**config.mk**
```make
export PLATFORM = sky130hd
export DESIGN_NAME = cht_ctrl
export DESIGN_NICKNAME = d
export VERILOG_FILES = /design/src/design/chained_hash_table_core_defines.svh /design/src/design/cht_pkg.sv /design/src/design/cht_ctrl.sv
export SDC_FILE = /design/constraint.sdc
export NUM_CORES = 1
export LEC_CHECK = 0
export BUFFER_PORTS_ARGS = -buffer_cell sky130_fd_sc_hd__buf_2
export CORE_MARGIN = 3
export CORE_UTILIZATION = 40
export DETAILED_ROUTE_END_ITERATION = 8
export GPL_TIMING_DRIVEN = 1
export PLACE_DENSITY = 0.73
export REMOVE_ABC_BUFFERS = 1
export SETUP_SLACK_MARGIN = 0.05
export SLEW_MARGIN = 20
export SYNTH_ARGS = -nofsm -noshare
export SYNTH_HDL_FRONTEND = slang
export SYNTH_SLANG_ARGS = --single-unit
```
**constraint.sdc**
```tcl
create_clock -name clk -period 3.35 [get_ports clk]
set_clock_uncertainty 0.1 [all_clocks]
set_input_delay 1.005 -clock clk [delete_from_list [all_inputs] [get_ports clk]]
set_output_delay 1.005 -clock clk [all_outputs]
set_load 0.005 [all_outputs]
```
**src/design/chained_hash_table_core_defines.svh**
```systemverilog
// Assertion macros shared by the hash table core.
// No dependencies.
`ifndef CHAINED_HASH_TABLE_CORE_DEFINES_SVH
`define CHAINED_HASH_TABLE_CORE_DEFINES_SVH
// implication checked on every clock edge, off during reset
`define CHT_ASSERT_IMP(label, ante, cons, msg) \
    label: assert property (@(posedge clk) disable iff (!rst_n) (ante) |-> (cons)) \
        else $error(msg);
// next-cycle implication
`define CHT_ASSERT_NEXT(label, ante, cons, msg) \
    label: assert property (@(posedge clk) disable iff (!rst_n) (ante) |=> (cons)) \
        else $error(msg);
`endif

```
**src/design/cht_pkg.sv**
```systemverilog
// Shared types and codes for the chained hash table.
// No dependencies.
`default_nettype none
package cht_pkg;
    localparam int OP_W  = 2;
    localparam int KEY_W = 31;
    localparam int SEL_W = 7;
    localparam int ST_W  = 3;

    localparam logic [OP_W-1:0] OP_INSERT  = 2'd0;
    localparam logic [OP_W-1:0] OP_SEARCH  = 2'd1;
    localparam logic [OP_W-1:0] OP_DELETE  = 2'd2;
    localparam logic [OP_W-1:0] OP_DISPLAY = 2'd3;

    localparam logic [ST_W-1:0] ST_INSERTED = 3'd0;
    localparam logic [ST_W-1:0] ST_FOUND    = 3'd1;
    localparam logic [ST_W-1:0] ST_ABSENT   = 3'd2;
    localparam logic [ST_W-1:0] ST_FULL     = 3'd3;
    localparam logic [ST_W-1:0] ST_LISTED   = 3'd4;
    localparam logic [ST_W-1:0] ST_EMPTY    = 3'd5;

    typedef enum logic [3:0] {
        S_IDLE, S_HASH, S_CNT_RD, S_CNT_WAIT, S_DISPATCH,
        S_SCAN_RD, S_SCAN_CHK, S_SHIFT_RD, S_SHIFT_WR,
        S_LIST_RD, S_LIST_OUT, S_RESP
    } state_t;

    // controller -> datapath commands
    typedef struct packed {
        logic       load;       // capture request
        logic       hash_step;  // one reduction step of key mod buckets
        logic       cnt_rd;     // read chain count
        logic       cnt_wr;     // write chain count
        logic       cnt_inc;    // write count+1 (else count-1)
        logic       key_rd;     // read slot at idx
        logic       key_rd_next;// read slot at idx+1
        logic       key_wr_new; // write request key at count
        logic       key_wr_shift; // write shifted key at idx
        logic       idx_clr;
        logic       idx_inc;
        logic       out_load;   // present a result
        logic [ST_W-1:0] out_status;
        logic       out_listed; // key_out from slot data
        logic       out_last_auto;
    } cht_cmd_t;

    // datapath -> controller status
    typedef struct packed {
        logic [OP_W-1:0] op;
        logic hash_done;
        logic sel_bad;
        logic cnt_zero;
        logic cnt_full;
        logic idx_at_end;   // idx == count
        logic idx_at_tail;  // idx+1 == count
        logic key_match;
    } cht_sts_t;
endpackage
`default_nettype wire

```
**src/design/cht_ctrl.sv**
```systemverilog
// Controller state machine for the chained hash table.
// Depends on cht_pkg.
`default_nettype none
module cht_ctrl
    import cht_pkg::*;
(
    input  wire logic     clk,
    input  wire logic     rst_n,
    input  wire logic     in_valid,
    output logic          in_ready,
    input  wire logic     out_ready,
    input  wire logic     out_busy,
    input  wire cht_sts_t sts,
    output cht_cmd_t      cmd
);
    state_t state_reg, state_next;

    always_ff @(posedge clk or negedge rst_n)
    begin
        if (!rst_n)
            state_reg <= S_IDLE;
        else
            state_reg <= state_next;
    end

    // next state
    always_comb
    begin
        state_next = state_reg;
        unique case (state_reg)
            S_IDLE:     if (in_valid) state_next = S_HASH;
            S_HASH:     if (sts.hash_done) state_next = S_CNT_RD;
            S_CNT_RD:   state_next = S_CNT_WAIT;
            S_CNT_WAIT: state_next = S_DISPATCH;
            S_DISPATCH:
            begin
                unique case (sts.op)
                    OP_INSERT:  state_next = S_RESP;
                    OP_DISPLAY: state_next = (sts.sel_bad || sts.cnt_zero) ? S_RESP
                                                                           : S_LIST_RD;
                    default:    state_next = S_SCAN_RD;
                endcase
            end
            S_SCAN_RD:  state_next = sts.idx_at_end ? S_RESP : S_SCAN_CHK;
            S_SCAN_CHK:
            begin
                if (!sts.key_match)
                    state_next = S_SCAN_RD;
                else if (sts.op == OP_DELETE)
                    state_next = S_SHIFT_RD;
                else
                    state_next = S_RESP;
            end
            S_SHIFT_RD: state_next = sts.idx_at_tail ? S_RESP : S_SHIFT_WR;
            S_SHIFT_WR: state_next = S_SHIFT_RD;
            S_LIST_RD:  if (!out_busy) state_next = S_LIST_OUT;
            S_LIST_OUT: state_next = sts.idx_at_tail ? S_IDLE : S_LIST_RD;
            S_RESP:     if (!out_busy) state_next = S_IDLE;
            default:    state_next = S_IDLE;
        endcase
    end

    // outputs
    always_comb
    begin
        cmd = '0;
        in_ready = 1'b0;
        unique case (state_reg)
            S_IDLE:
            begin
                in_ready = 1'b1;
                cmd.load = in_valid;
            end
            S_HASH:     cmd.hash_step = 1'b1;
            S_CNT_RD:   cmd.cnt_rd = 1'b1;
            S_CNT_WAIT: cmd.idx_clr = 1'b1;
            S_DISPATCH:
            begin
                if (sts.op == OP_INSERT)
                begin
                    if (sts.cnt_full)
                        cmd.out_status = ST_FULL;
                    else
                    begin
                        cmd.out_status = ST_INSERTED;
                        cmd.key_wr_new = 1'b1;
                        cmd.cnt_wr = 1'b1;
                        cmd.cnt_inc = 1'b1;
                    end
                end
                else
                    cmd.out_status = ST_EMPTY;
            end
            S_SCAN_RD:
            begin
                cmd.key_rd = 1'b1;
                cmd.out_status = ST_ABSENT;
            end
            S_SCAN_CHK:
            begin
                cmd.out_status = ST_FOUND;
                if (!sts.key_match)
                    cmd.idx_inc = 1'b1;
                else if (sts.op == OP_DELETE)
                begin
                    cmd.cnt_wr = 1'b1;
                end
            end
            S_SHIFT_RD:
            begin
                cmd.out_status = ST_FOUND;
                cmd.key_rd_next = 1'b1;
            end
            S_SHIFT_WR:
            begin
                cmd.out_status = ST_FOUND;
                cmd.key_wr_shift = 1'b1;
                cmd.idx_inc = 1'b1;
            end
            S_LIST_RD:  cmd.key_rd = !out_busy;
            S_LIST_OUT:
            begin
                cmd.out_load = 1'b1;
                cmd.out_status = ST_LISTED;
                cmd.out_listed = 1'b1;
                cmd.out_last_auto = 1'b1;
                cmd.idx_inc = 1'b1;
            end
            S_RESP:     cmd.out_load = !out_busy;
            default:    ;
        endcase
    end

    logic unused_ok;
    assign unused_ok = out_ready;
endmodule
`default_nettype wire

```
==> results of run 1 <==
per-layer routing:
layer / GRT usage / part of all wire
met1: 0.2260 / 0.42
met2: 0.2797 / 0.51
met3: 0.01195 / 0.068
met4: 0.08772 / 0
met5: 0 / 0
synthesized netlist by cell type (2+ instances only):
| cell type | instances | area share |
|---|---|---|
| ha_1 | 3 | 0.061 |
| o2bb2ai_1 | 2 | 0.028 |
| nor3_1 | 8 | 0.065 |
| a21oi_1 | 7 | 0.057 |
| nand2_1 | 5 | 0.030 |
| dfrtp_1 | 4 | 0.16 |
| inv_2 | 2 | 0.012 |
| o22ai_1 | 2 | 0.020 |
| or3_1 | 2 | 0.020 |
| buf_4 | 2 | 0.024 |
| buf_2 | 4 | 0.032 |
| o21a_1 | 3 | 0.037 |
| mux2_1 | 2 | 0.037 |
| inv_1 | 3 | 0.018 |
| mux2_2 | 2 | 0.037 |
| nor2_1 | 10 | 0.061 |
| nand2b_1 | 5 | 0.051 |
| or2_1 | 2 | 0.020 |
logic make-up (layout without fill, tap and decap cells):
| kind of cell | Yosys count | in the layout | synth area share |
|---|---|---|---|
| buffers and inverters | 13 | 40 | 0.1116 |
| muxes | 4 | 4 | 0.07302 |
| and+or+nand+nor | 38 | 38 | 0.3327 |
| DFF | 4 | 4 | 0.1623 |
| adders and majority gates | 3 | 3 | 0.06086 |
| AOI/OAI and AO/OA | 21 | 21 | 0.2596 |
cell usage in the layout, fill, tap and decap left out:
| master | instances |
|---|---|
| buf_2 | 30 |
| or3b_1 | 1 |
| o32a_1 | 1 |
| nor4_2 | 1 |
| a211oi_4 | 1 |
| o21a_1 | 3 |
| nor2_1 | 10 |
| a31oi_1 | 1 |
| ha_1 | 3 |
| o32ai_1 | 1 |
| mux2_2 | 2 |
| buf_4 | 2 |
| a21oi_1 | 7 |
| clkbuf_4 | 3 |
| and2_1 | 1 |
| nand2b_1 | 5 |
| and3_1 | 1 |
| o221a_1 | 1 |
| a21boi_0 | 1 |
| or2_1 | 2 |
| inv_1 | 3 |
| o2bb2ai_1 | 2 |
| or3_1 | 2 |
| o221ai_1 | 1 |
| or2b_1 | 1 |
| nor3_1 | 8 |
| inv_2 | 2 |
| nand2_1 | 5 |
| o22ai_1 | 2 |
| dfrtp_1 | 4 |
| mux2_1 | 2 |
| or3_4 | 1 |
stage by stage:
| stage | total power [W] | setup WS, ns | instance area (um2) | std cells | hold slack, ns |
|---|---|---|---|---|---|
| after global placement | 0.0005224 | 0.2679 | 750.7 | 122 | 0.5587 |
| after floorplan | 0.0003937 | 0.4833 | 566.8 | 75 | 0.5637 |
| after detailed placement | 0.0005335 | 0.2590 | 750.7 | 122 | 0.6187 |
| after global routing | 0.0006513 | 0.1775 | 773.2 | 125 | 0.4592 |
| final | 0.0005942 | 0.2552 | 773.2 | 125 | 0.4677 |
| after CTS | 0.0005959 | 0.2544 | 773.2 | 125 | 0.4682 |
power by group through the flow:
| stage | logic, W | clock network (W) | registers, W |
|---|---|---|---|
| finish | 0.000391 | 0.0000587 | 0.000145 |
| floorplan | 0.000259 | 0 | 0.000135 |
| CTS | 0.000392 | 0.0000602 | 0.000144 |
| detailed placement | 0.000389 | 0 | 0.000144 |
| global route | 0.000436 | 0.0000657 | 0.000150 |
| global placement | 0.000382 | 0 | 0.000141 |
worst max-delay path: cells and delay by family:
family	cells	cell delay [ns]
and+or+nand+nor	1	0.35
AOI/OAI and AO/OA	1	0.14
adders and majority gates	1	0.22
buffers and inverters	3	0.27
cell type report:
type / count / area (um2)
fillers: 147 / 593.1
multi-input cells: 66 / 447.9
repair buffers: 32 / 165.2
flip-flops and latches: 4 / 100.1
clock buffers: 3 / 22.52
inverters: 5 / 18.77
well taps: 15 / 18.77
worst max path at each step:
stage	start	endpoint	slack (ns)	cells after the start
5_1_grt	sts[7]	cmd[4]	0.18	6
4_1_cts	sts[7]	cmd[4]	0.25	6
2_1_floorplan	sts[7]	cmd[4]	0.48	4
3_5_place_dp	sts[7]	cmd[4]	0.26	6
6_report	sts[7]	cmd[4]	0.26	6
3_3_place_gp	sts[7]	cmd[4]	0.27	6
==> impl_metrics.py, run 1 <==
metrics = {
    "status": {
        "outcome": "finished clean",
    },
    "synthesis": {
        "synth_cell_types": 33,
        "ys_seq_elements": 4,
        "yosysSeqAreaShare": 0.1623,
        "synth_area_per_cell_um2": 7.432,
        "synthArstFlopShare": 1.000,
        "synth_ff_type": "dfrtp_1",
        "syn_inst": 83,
        "synth_edf_count": 0,
        "netlist_area_um2": 616.8,
        "yosysWarnings": 0,
    },
    "timing": {
        "report.final.hold_viol_count": 0,
        "drv_slew": 0,
        "fin_crit_sh": 0.9238,
        "setup_viol": 0,
        "rsz0062_at_grt": "false",
        "slew_headroom": 0.5579,
        "tightest_slew_ns": 0.6631,
        "fmax_ghz": 0.3231,
        "post-route-min-period_ns": 3.095,
        "setup_tns_ns": 0,
    },
    "final_layout": {
        "diodes": 0,
        "area_growth_pct": 25.35,
        "nets": 129,
        "drive_gt1_frac": 0.3818,
        "final_core_util": 0.5659,
        "largest_reg_flops": 4,
    },
    "power_and_ir_drop": {
        "peakVddDrop_uv": 328.9,
        "switching_share": 0.4887,
        "p_leak_nw": 0.3810,
        "powerDensity_nw_per_um2": 768.5,
        "internal-power_w": 0.0003038,
        "comb_power_share": 0.658,
        "clkPwrFrac": 0.099,
        "p_seq_frac": 0.244,
        "netSwitchingPower_w": 0.0002904,
    },
    "global_routing": {
        "grt_max_degree": 24,
        "overflow": 0,
        "first_global_vias": 611,
        "antenna_found_initial": 0,
        "grt_first_pass_wirelength_um": 2601,
        "gr-usage-all-layers": 0.1720,
    },
    "drt": {
        "wl_per_cell_um": 12.96,
        "drt_pass1_iterations": 4,
        "drt-initial-drc-count": 12,
        "vias": 690,
        "drt-total-wl_um": 1620,
        "viasPerCell": 5.520,
        "antenna_left": 0,
        "drc": 0,
    },
    "worst_setup_path": {
        "cp_max_fo": 4,
        "critPathMaxStageDelay_ns": 0.35,
        "cpMostUsedCell": "buf_2",
        "critPathCaptureType": "output pin",
        "r2r_end": "state_reg[1]",
        "cp_slowest_cell": "or3_1",
        "cp-start-kind": "primary input",
        "ff2ff_setup_slack_ns": 1.40,
        "worst_r2r_path_depth": 3,
        "cp.arrival_ns": 1.99,
        "required_ns": 2.24,
        "criticalPathCategory": "primary input to output pin",
        "r2r-start": "state_reg[1]",
        "path_cells": "buf_2 > inv_1 > ha_1 > or3_1 > a21oi_1 > buf_2",
    },
    "clock_network": {
        "clockBufferDepth": 2,
        "cts_sinks": 4,
        "cts.root.buffer_cell": "clkbuf_4",
        "cts_max_level": 1,
        "worstSkewPairLatency_ns": 0.23,
        "clk_pin_slew_ns": 0.04,
        "numCtsBuffers": 3,
        "cts_tree": "yes",
        "hold_buffers": 0,
        "cts.repair.resized": 0,
        "post_cts.repair.setup_buffers": 0,
    },
    "min_path": {
        "worstHoldPathType": "primary input to asynchronous set/reset pin",
    },
    "place": {
        "place_congestion": 0.8599,
        "dp_hpwl_um": 1235,
        "portBuffers": 30,
    },
    "die": {
        "die-width_um": 45.27,
        "dieArea_um2": 2049,
        "core_um2": 1366,
        "fp-row-count": 13,
        "start_util": 0.4515,
        "io_pins": 32,
        "die_h_um": 45.27,
    },
    "job": {
        "maxCapViolations": 0,
    },
}
No activity file was read; power rests on OpenSTA's default activity.
==> inputs of run 2 (changes only) <==
Settings changed: CORE_UTILIZATION 40 to 47, PLACE_DENSITY 0.73 to 0.84.
==> run 2 against run 1 <==
Net effect:
- utilization rose by 8.7 points
- design area fell by 1.1%
- worst setup slack got worse by 0.0085 ns
- die area fell by 13%
- hold slack improved by 0.0041 ns
- cell count fell by 1.6%
- via count rose by 0.29%
- combinational power fell by 3%
- power fell by 2.9%
- clock-buffer cell count did not move
- critical endpoint unchanged
- highest routed layer unchanged
==> impl_metrics.py, run 2 (synthesis gave the netlist of run 1 again) <==
metrics = {
    "status": {
        "outcome": "finished clean",
    },
    "clock_network": {
        "cts_tree": "yes",
        "clk_pin_slew_ns": 0.04,
        "numCtsBuffers": 3,
        "post_cts.repair.setup_buffers": 0,
        "cts.repair.resized": 0,
        "cts.root.buffer_cell": "clkbuf_4",
        "cts_max_level": 1,
        "worstSkewPairLatency_ns": 0.23,
        "clockBufferDepth": 2,
        "cts_sinks": 4,
        "hold_buffers": 0,
    },
    "drt": {
        "drt-total-wl_um": 1512,
        "drt-initial-drc-count": 30,
        "viasPerCell": 5.626,
        "drt_pass1_iterations": 5,
        "antenna_left": 0,
        "drc": 0,
        "wl_per_cell_um": 12.29,
        "vias": 692,
    },
    "worst_setup_path": {
        "cp.arrival_ns": 2.00,
        "cp-start-kind": "primary input",
        "ff2ff_setup_slack_ns": 1.43,
        "cp_max_fo": 4,
        "required_ns": 2.24,
        "critPathCaptureType": "output pin",
        "criticalPathCategory": "primary input to output pin",
    },
    "final_layout": {
        "final_common_cell": "buf_2",
        "area_growth_pct": 23.93,
        "largest_reg_flops": 4,
        "final_core_util": 0.6528,
        "stdcell_count": 123,
        "diodes": 0,
        "drive_gt1_frac": 0.3761,
        "nets": 128,
        "final_cell_mix": "buf_2 (30), nor2_1 (10), nor3_1 (8)",
    },
    "timing": {
        "tightest_slew_ns": 0.6279,
        "slew_headroom": 0.5814,
        "fin_crit_sh": 0.9264,
        "setup_viol": 0,
        "report.final.hold_viol_count": 0,
        "rsz0062_at_grt": "false",
        "post-route-min-period_ns": 3.103,
        "drv_slew": 0,
        "setup_tns_ns": 0,
        "fmax_ghz": 0.3222,
    },
    "global_routing": {
        "first_global_vias": 587,
        "antenna_found_initial": 0,
        "gr-usage-all-layers": 0.1714,
        "grt_first_pass_wirelength_um": 2449,
        "overflow": 0,
        "grt_max_degree": 24,
    },
    "die": {
        "dieArea_um2": 1783,
        "io_pins": 32,
        "die_h_um": 42.23,
        "die-width_um": 42.23,
        "fp-row-count": 12,
        "core_um2": 1171,
        "start_util": 0.5267,
    },
    "min_path": {
        "worstHoldPathType": "primary input to asynchronous set/reset pin",
    },
    "power_and_ir_drop": {
        "peakVddDrop_uv": 371.0,
        "p_leak_nw": 0.3766,
        "powerDensity_nw_per_um2": 755.0,
    },
    "place": {
        "place_congestion": 0.8632,
        "dp_hpwl_um": 1123,
        "portBuffers": 30,
        "dp.cells": 120,
    },
    "job": {
        "maxCapViolations": 0,
    },
}
==> run 2: cell types whose count changed in the layout (fill, tap and decap cells not counted), sizes merged <==
cell  before  now
buf       32   31
==> run 2: worst paths after layout <==
kind | start | end | depth (start not counted)
worst min-delay path | rst_n | state_reg[2] | 1
worst max-delay path | sts[7] | cmd[4] | 6
max in group asynchronous | rst_n | state_reg[0] | 1
worst max register to register | state_reg[1] | state_reg[1] | 3
worst min register to register | state_reg[2] | state_reg[2] | 2
min in group clk | state_reg[2] | state_reg[2] | 2
==> run 2: area by class of cell <==
class / count / area [um2]
multi-input combinational: 66 / 447.9
tap: 14 / 17.52
timing repair buffer: 31 / 157.7
fill: 107 / 406.6
clock buffer: 3 / 22.52
sequential: 4 / 100.1
inverter: 5 / 18.77
==> run 2: where the power goes <==
part           internal [W]  switching, W  total [W]  leakage, nW
Sequential        0.0000701     0.0000702   0.000140       0.0496
Combinational      0.000188      0.000193   0.000381        0.313
Clock             0.0000398     0.0000163  0.0000562       0.0138
==> run 2: through the flow <==
stage | hold slack (ns) | instance area [um2] | setup slack (ns) | total power [W]
3_3_place_gp | 0.5583 | 742.0 | 0.2679 | 0.0005141
6_report | 0.4718 | 764.5 | 0.2467 | 0.0005772
5_1_grt | 0.4681 | 764.5 | 0.1340 | 0.0006375
2_1_floorplan | 0.5637 | 566.8 | 0.4833 | 0.0003937
3_5_place_dp | 0.5751 | 742.0 | 0.2463 | 0.0005173
4_1_cts | 0.4704 | 764.5 | 0.2425 | 0.0005785
==> run 2: routing by layer <==
metal / up-vias / share of wire / wire, um / global-route usage
met4: 0 / 0 / 0 / 0.05590
met3: 0 / 0.10 / 155 / 0.01288
li1: 344 / - / - / -
met2: 44 / 0.48 / 729 / 0.2827
met5: - / 0 / 0 / 0
met1: 304 / 0.41 / 626 / 0.2338
==> run 2: critical path, stage by stage <==
cell and delay, ns:
buf_2 0.09, inv_1 0.05, ha_1 0.23, or3_1 0.35, a21oi_1 0.14, buf_2 0.13
==> inputs of run 3 (changes only) <==
Settings changed: ABC_AREA from default to 1, CORE_AREA from default to 3 3 40 42, CORE_MARGIN 3 to default, CORE_UTILIZATION 47 to default, DIE_AREA from default to 0 0 43 45, PLACE_DENSITY 0.84 to 0.8, SETUP_SLACK_MARGIN 0.05 to default.
==> run 3 against run 2 <==
Net effect:
- clock power up 7.1%
- power down 15%
- maximum frequency increased by 7.1%
- cell count is 23% higher
- critical path type unchanged
- sequential share of layout area is 0.065 points higher
- worst setup slack gained 0.21 ns
- first-iteration DRC count is the same
==> impl_metrics.py, run 3 <==
metrics = {
    "power_and_ir_drop": {
        "p_leak_nw": 0.5176,
        "powerDensity_nw_per_um2": 644.8,
        "peakVddDrop_uv": 204.2,
    },
    "timing": {
        "tightest_slew_ns": 0.2869,
        "drv_slew": 0,
        "fmax_ghz": 0.3451,
        "setup_tns_ns": 0,
        "report.final.hold_viol_count": 0,
        "fin_crit_sh": 0.8650,
        "rsz0062_at_grt": "false",
        "setup_viol": 0,
        "slew_headroom": 0.8087,
        "post-route-min-period_ns": 2.898,
    },
    "worst_setup_path": {
        "path_cells": "buf_2 > inv_1 > ha_1 > inv_1 > o31ai_1 > buf_2",
        "cp.arrival_ns": 1.79,
        "r2r_end": "state_reg[1]",
        "ff2ff_setup_slack_ns": 1.91,
        "criticalPathCategory": "primary input to output pin",
        "critPathMaxStageDelay_ns": 0.20,
        "critPathLaunch": "sts[7]",
        "required_ns": 2.24,
        "cp-start-kind": "primary input",
        "cp_slowest_cell": "o31ai_1",
        "r2r-start": "state_reg[0]",
        "worst_r2r_path_depth": 7,
        "crit_family": "buffers and inverters",
        "cp_max_fo": 3,
        "critPathCaptureType": "output pin",
        "timing.critical_path.buf_inv": 4,
    },
    "final_layout": {
        "area_growth_pct": 30.19,
        "fill_cells": 137,
        "diodes": 0,
        "stdcell_count": 151,
        "final_common_cell": "buf_2",
        "nets": 155,
        "drive_gt1_frac": 0.3162,
        "largest_reg_flops": 4,
        "final_cell_mix": "buf_2 (30), nand2_1 (29), inv_1 (23)",
    },
    "drt": {
        "drt-total-wl_um": 1588,
        "vias": 739,
        "antenna_left": 0,
        "drt-initial-drc-count": 30,
        "wl_per_cell_um": 10.52,
        "viasPerCell": 4.894,
        "drt_pass1_iterations": 4,
        "drc": 0,
    },
    "clock_network": {
        "clockBufferDepth": 2,
        "worstSkewPairLatency_ns": 0.24,
        "cts_max_level": 1,
        "cts_tree": "yes",
        "cts.root.buffer_cell": "clkbuf_4",
        "cts.repair.resized": 0,
        "post_cts.repair.setup_buffers": 0,
        "numCtsBuffers": 3,
        "cts_sinks": 4,
        "clk_pin_slew_ns": 0.04,
        "hold_buffers": 0,
    },
    "synthesis": {
        "synth_cell_types": 19,
        "synth_edf_count": 0,
        "synth_ff_type": "dfrtp_1",
        "synth.most_common_cell": "nand2_1",
        "synthTopCellsByArea": "nand2_1 (19%), dfrtp_1 (17%), inv_1 (15%), nor2_1 (9.0%), nand3_1 (6.9%)",
        "synthTopCellsByCount": "nand2_1 (29), inv_1 (23), nor2_1 (14), nand3_1 (8), dfrtp_1 (4)",
        "yosysWarnings": 0,
        "syn_inst": 105,
        "synth_area_per_cell_um2": 5.565,
        "netlist_area_um2": 584.3,
        "synthArstFlopShare": 1.000,
        "synth_top_area_share": 0.1863,
        "yosys.area.top_type": "nand2_1",
        "yosysSeqAreaShare": 0.1713,
        "ys_seq_elements": 4,
    },
    "min_path": {
        "worstHoldPathType": "primary input to asynchronous set/reset pin",
    },
    "global_routing": {
        "first_global_vias": 639,
        "overflow": 0,
        "antenna_found_initial": 0,
        "grt_max_degree": 8,
        "gr-usage-all-layers": 0.1686,
        "grt_first_pass_wirelength_um": 2525,
    },
    "job": {
        "maxCapViolations": 0,
    },
    "place": {
        "portBuffers": 30,
        "dp_hpwl_um": 1361,
        "dp.cells": 148,
        "place_congestion": 0.8961,
    },
    "die": {
        "start_util": 0.4547,
        "io_pins": 32,
        "core_um2": 1285,
        "die_h_um": 45,
        "fp-row-count": 13,
        "die-width_um": 43,
        "dieArea_um2": 1935,
    },
    "status": {
        "outcome": "finished clean",
    },
}
run 3: power breakdown:
group | leakage (nW) | switching (W) | internal [W] | total [W]
Combinational | 0.453 | 0.000204 | 0.000120 | 0.000324
Clock | 0.0138 | 0.0000201 | 0.0000401 | 0.0000602
Sequential | 0.0508 | 0.0000368 | 0.0000691 | 0.000106
run 3: worst max-delay path by stage:
stage | slack, ns | cells past startpoint | end
3_5_place_dp | 0.45 | 6 | cmd[3]
6_report | 0.45 | 6 | cmd[3]
3_3_place_gp | 0.46 | 6 | cmd[3]
4_1_cts | 0.45 | 6 | cmd[3]
2_1_floorplan | 0.70 | 4 | cmd[3]
5_1_grt | 0.35 | 6 | cmd[13]
run 3: metrics by stage:
step / instance area, um2 / total power [W] / hold WS (ns) / setup slack [ns] / utilization
floorplan: 569.3 / 0.0003177 / 0.5207 / 0.7026 / -
global placement: 738.2 / 0.0004203 / 0.5679 / 0.4613 / 0.5745
detailed placement: 738.2 / 0.0004293 / 0.5636 / 0.4519 / 0.5745
CTS: 760.7 / 0.0004915 / 0.4574 / 0.4481 / 0.5920
global route: 760.7 / 0.0005417 / 0.4622 / 0.3512 / 0.5920
finish: 760.7 / 0.0004905 / 0.4613 / 0.4524 / 0.5920
run 3: layout make-up:
type / instances / area (um2) / area share
multi-input combinational: 73 / 371.6 / 0.4885
timing repair buffer: 30 / 150.1 / 0.1974
sequential: 4 / 100.1 / 0.1316
inverter: 26 / 97.59 / 0.1283
clock buffer: 3 / 22.52 / 0.02961
tap: 15 / 18.77 / 0.02467
run 3: logic make-up (layout without fill, tap and decap cells):
| group | count (synthesis) | after routing | share of synthesized area |
|---|---|---|---|
| AO/OA/AOI/OAI | 8 | 8 | 0.08780 |
| adder cells (fa/ha/maj) | 3 | 3 | 0.06425 |
| buffers and inverters | 28 | 59 | 0.1927 |
| flip-flops | 4 | 4 | 0.1713 |
| AND/OR/NAND/NOR | 62 | 62 | 0.4839 |
run 3: metal layers:
layer | part of all wire | wire (um) | up-vias | track usage
met1 | 0.40 | 629 | 320 | 0.2063
met4 | 0.028 | 44 | 0 | 0.09036
li1 | - | - | 382 | -
met3 | 0.062 | 99 | 8 | 0.01992
met5 | 0 | 0 | - | 0
met2 | 0.51 | 815 | 29 | 0.2904
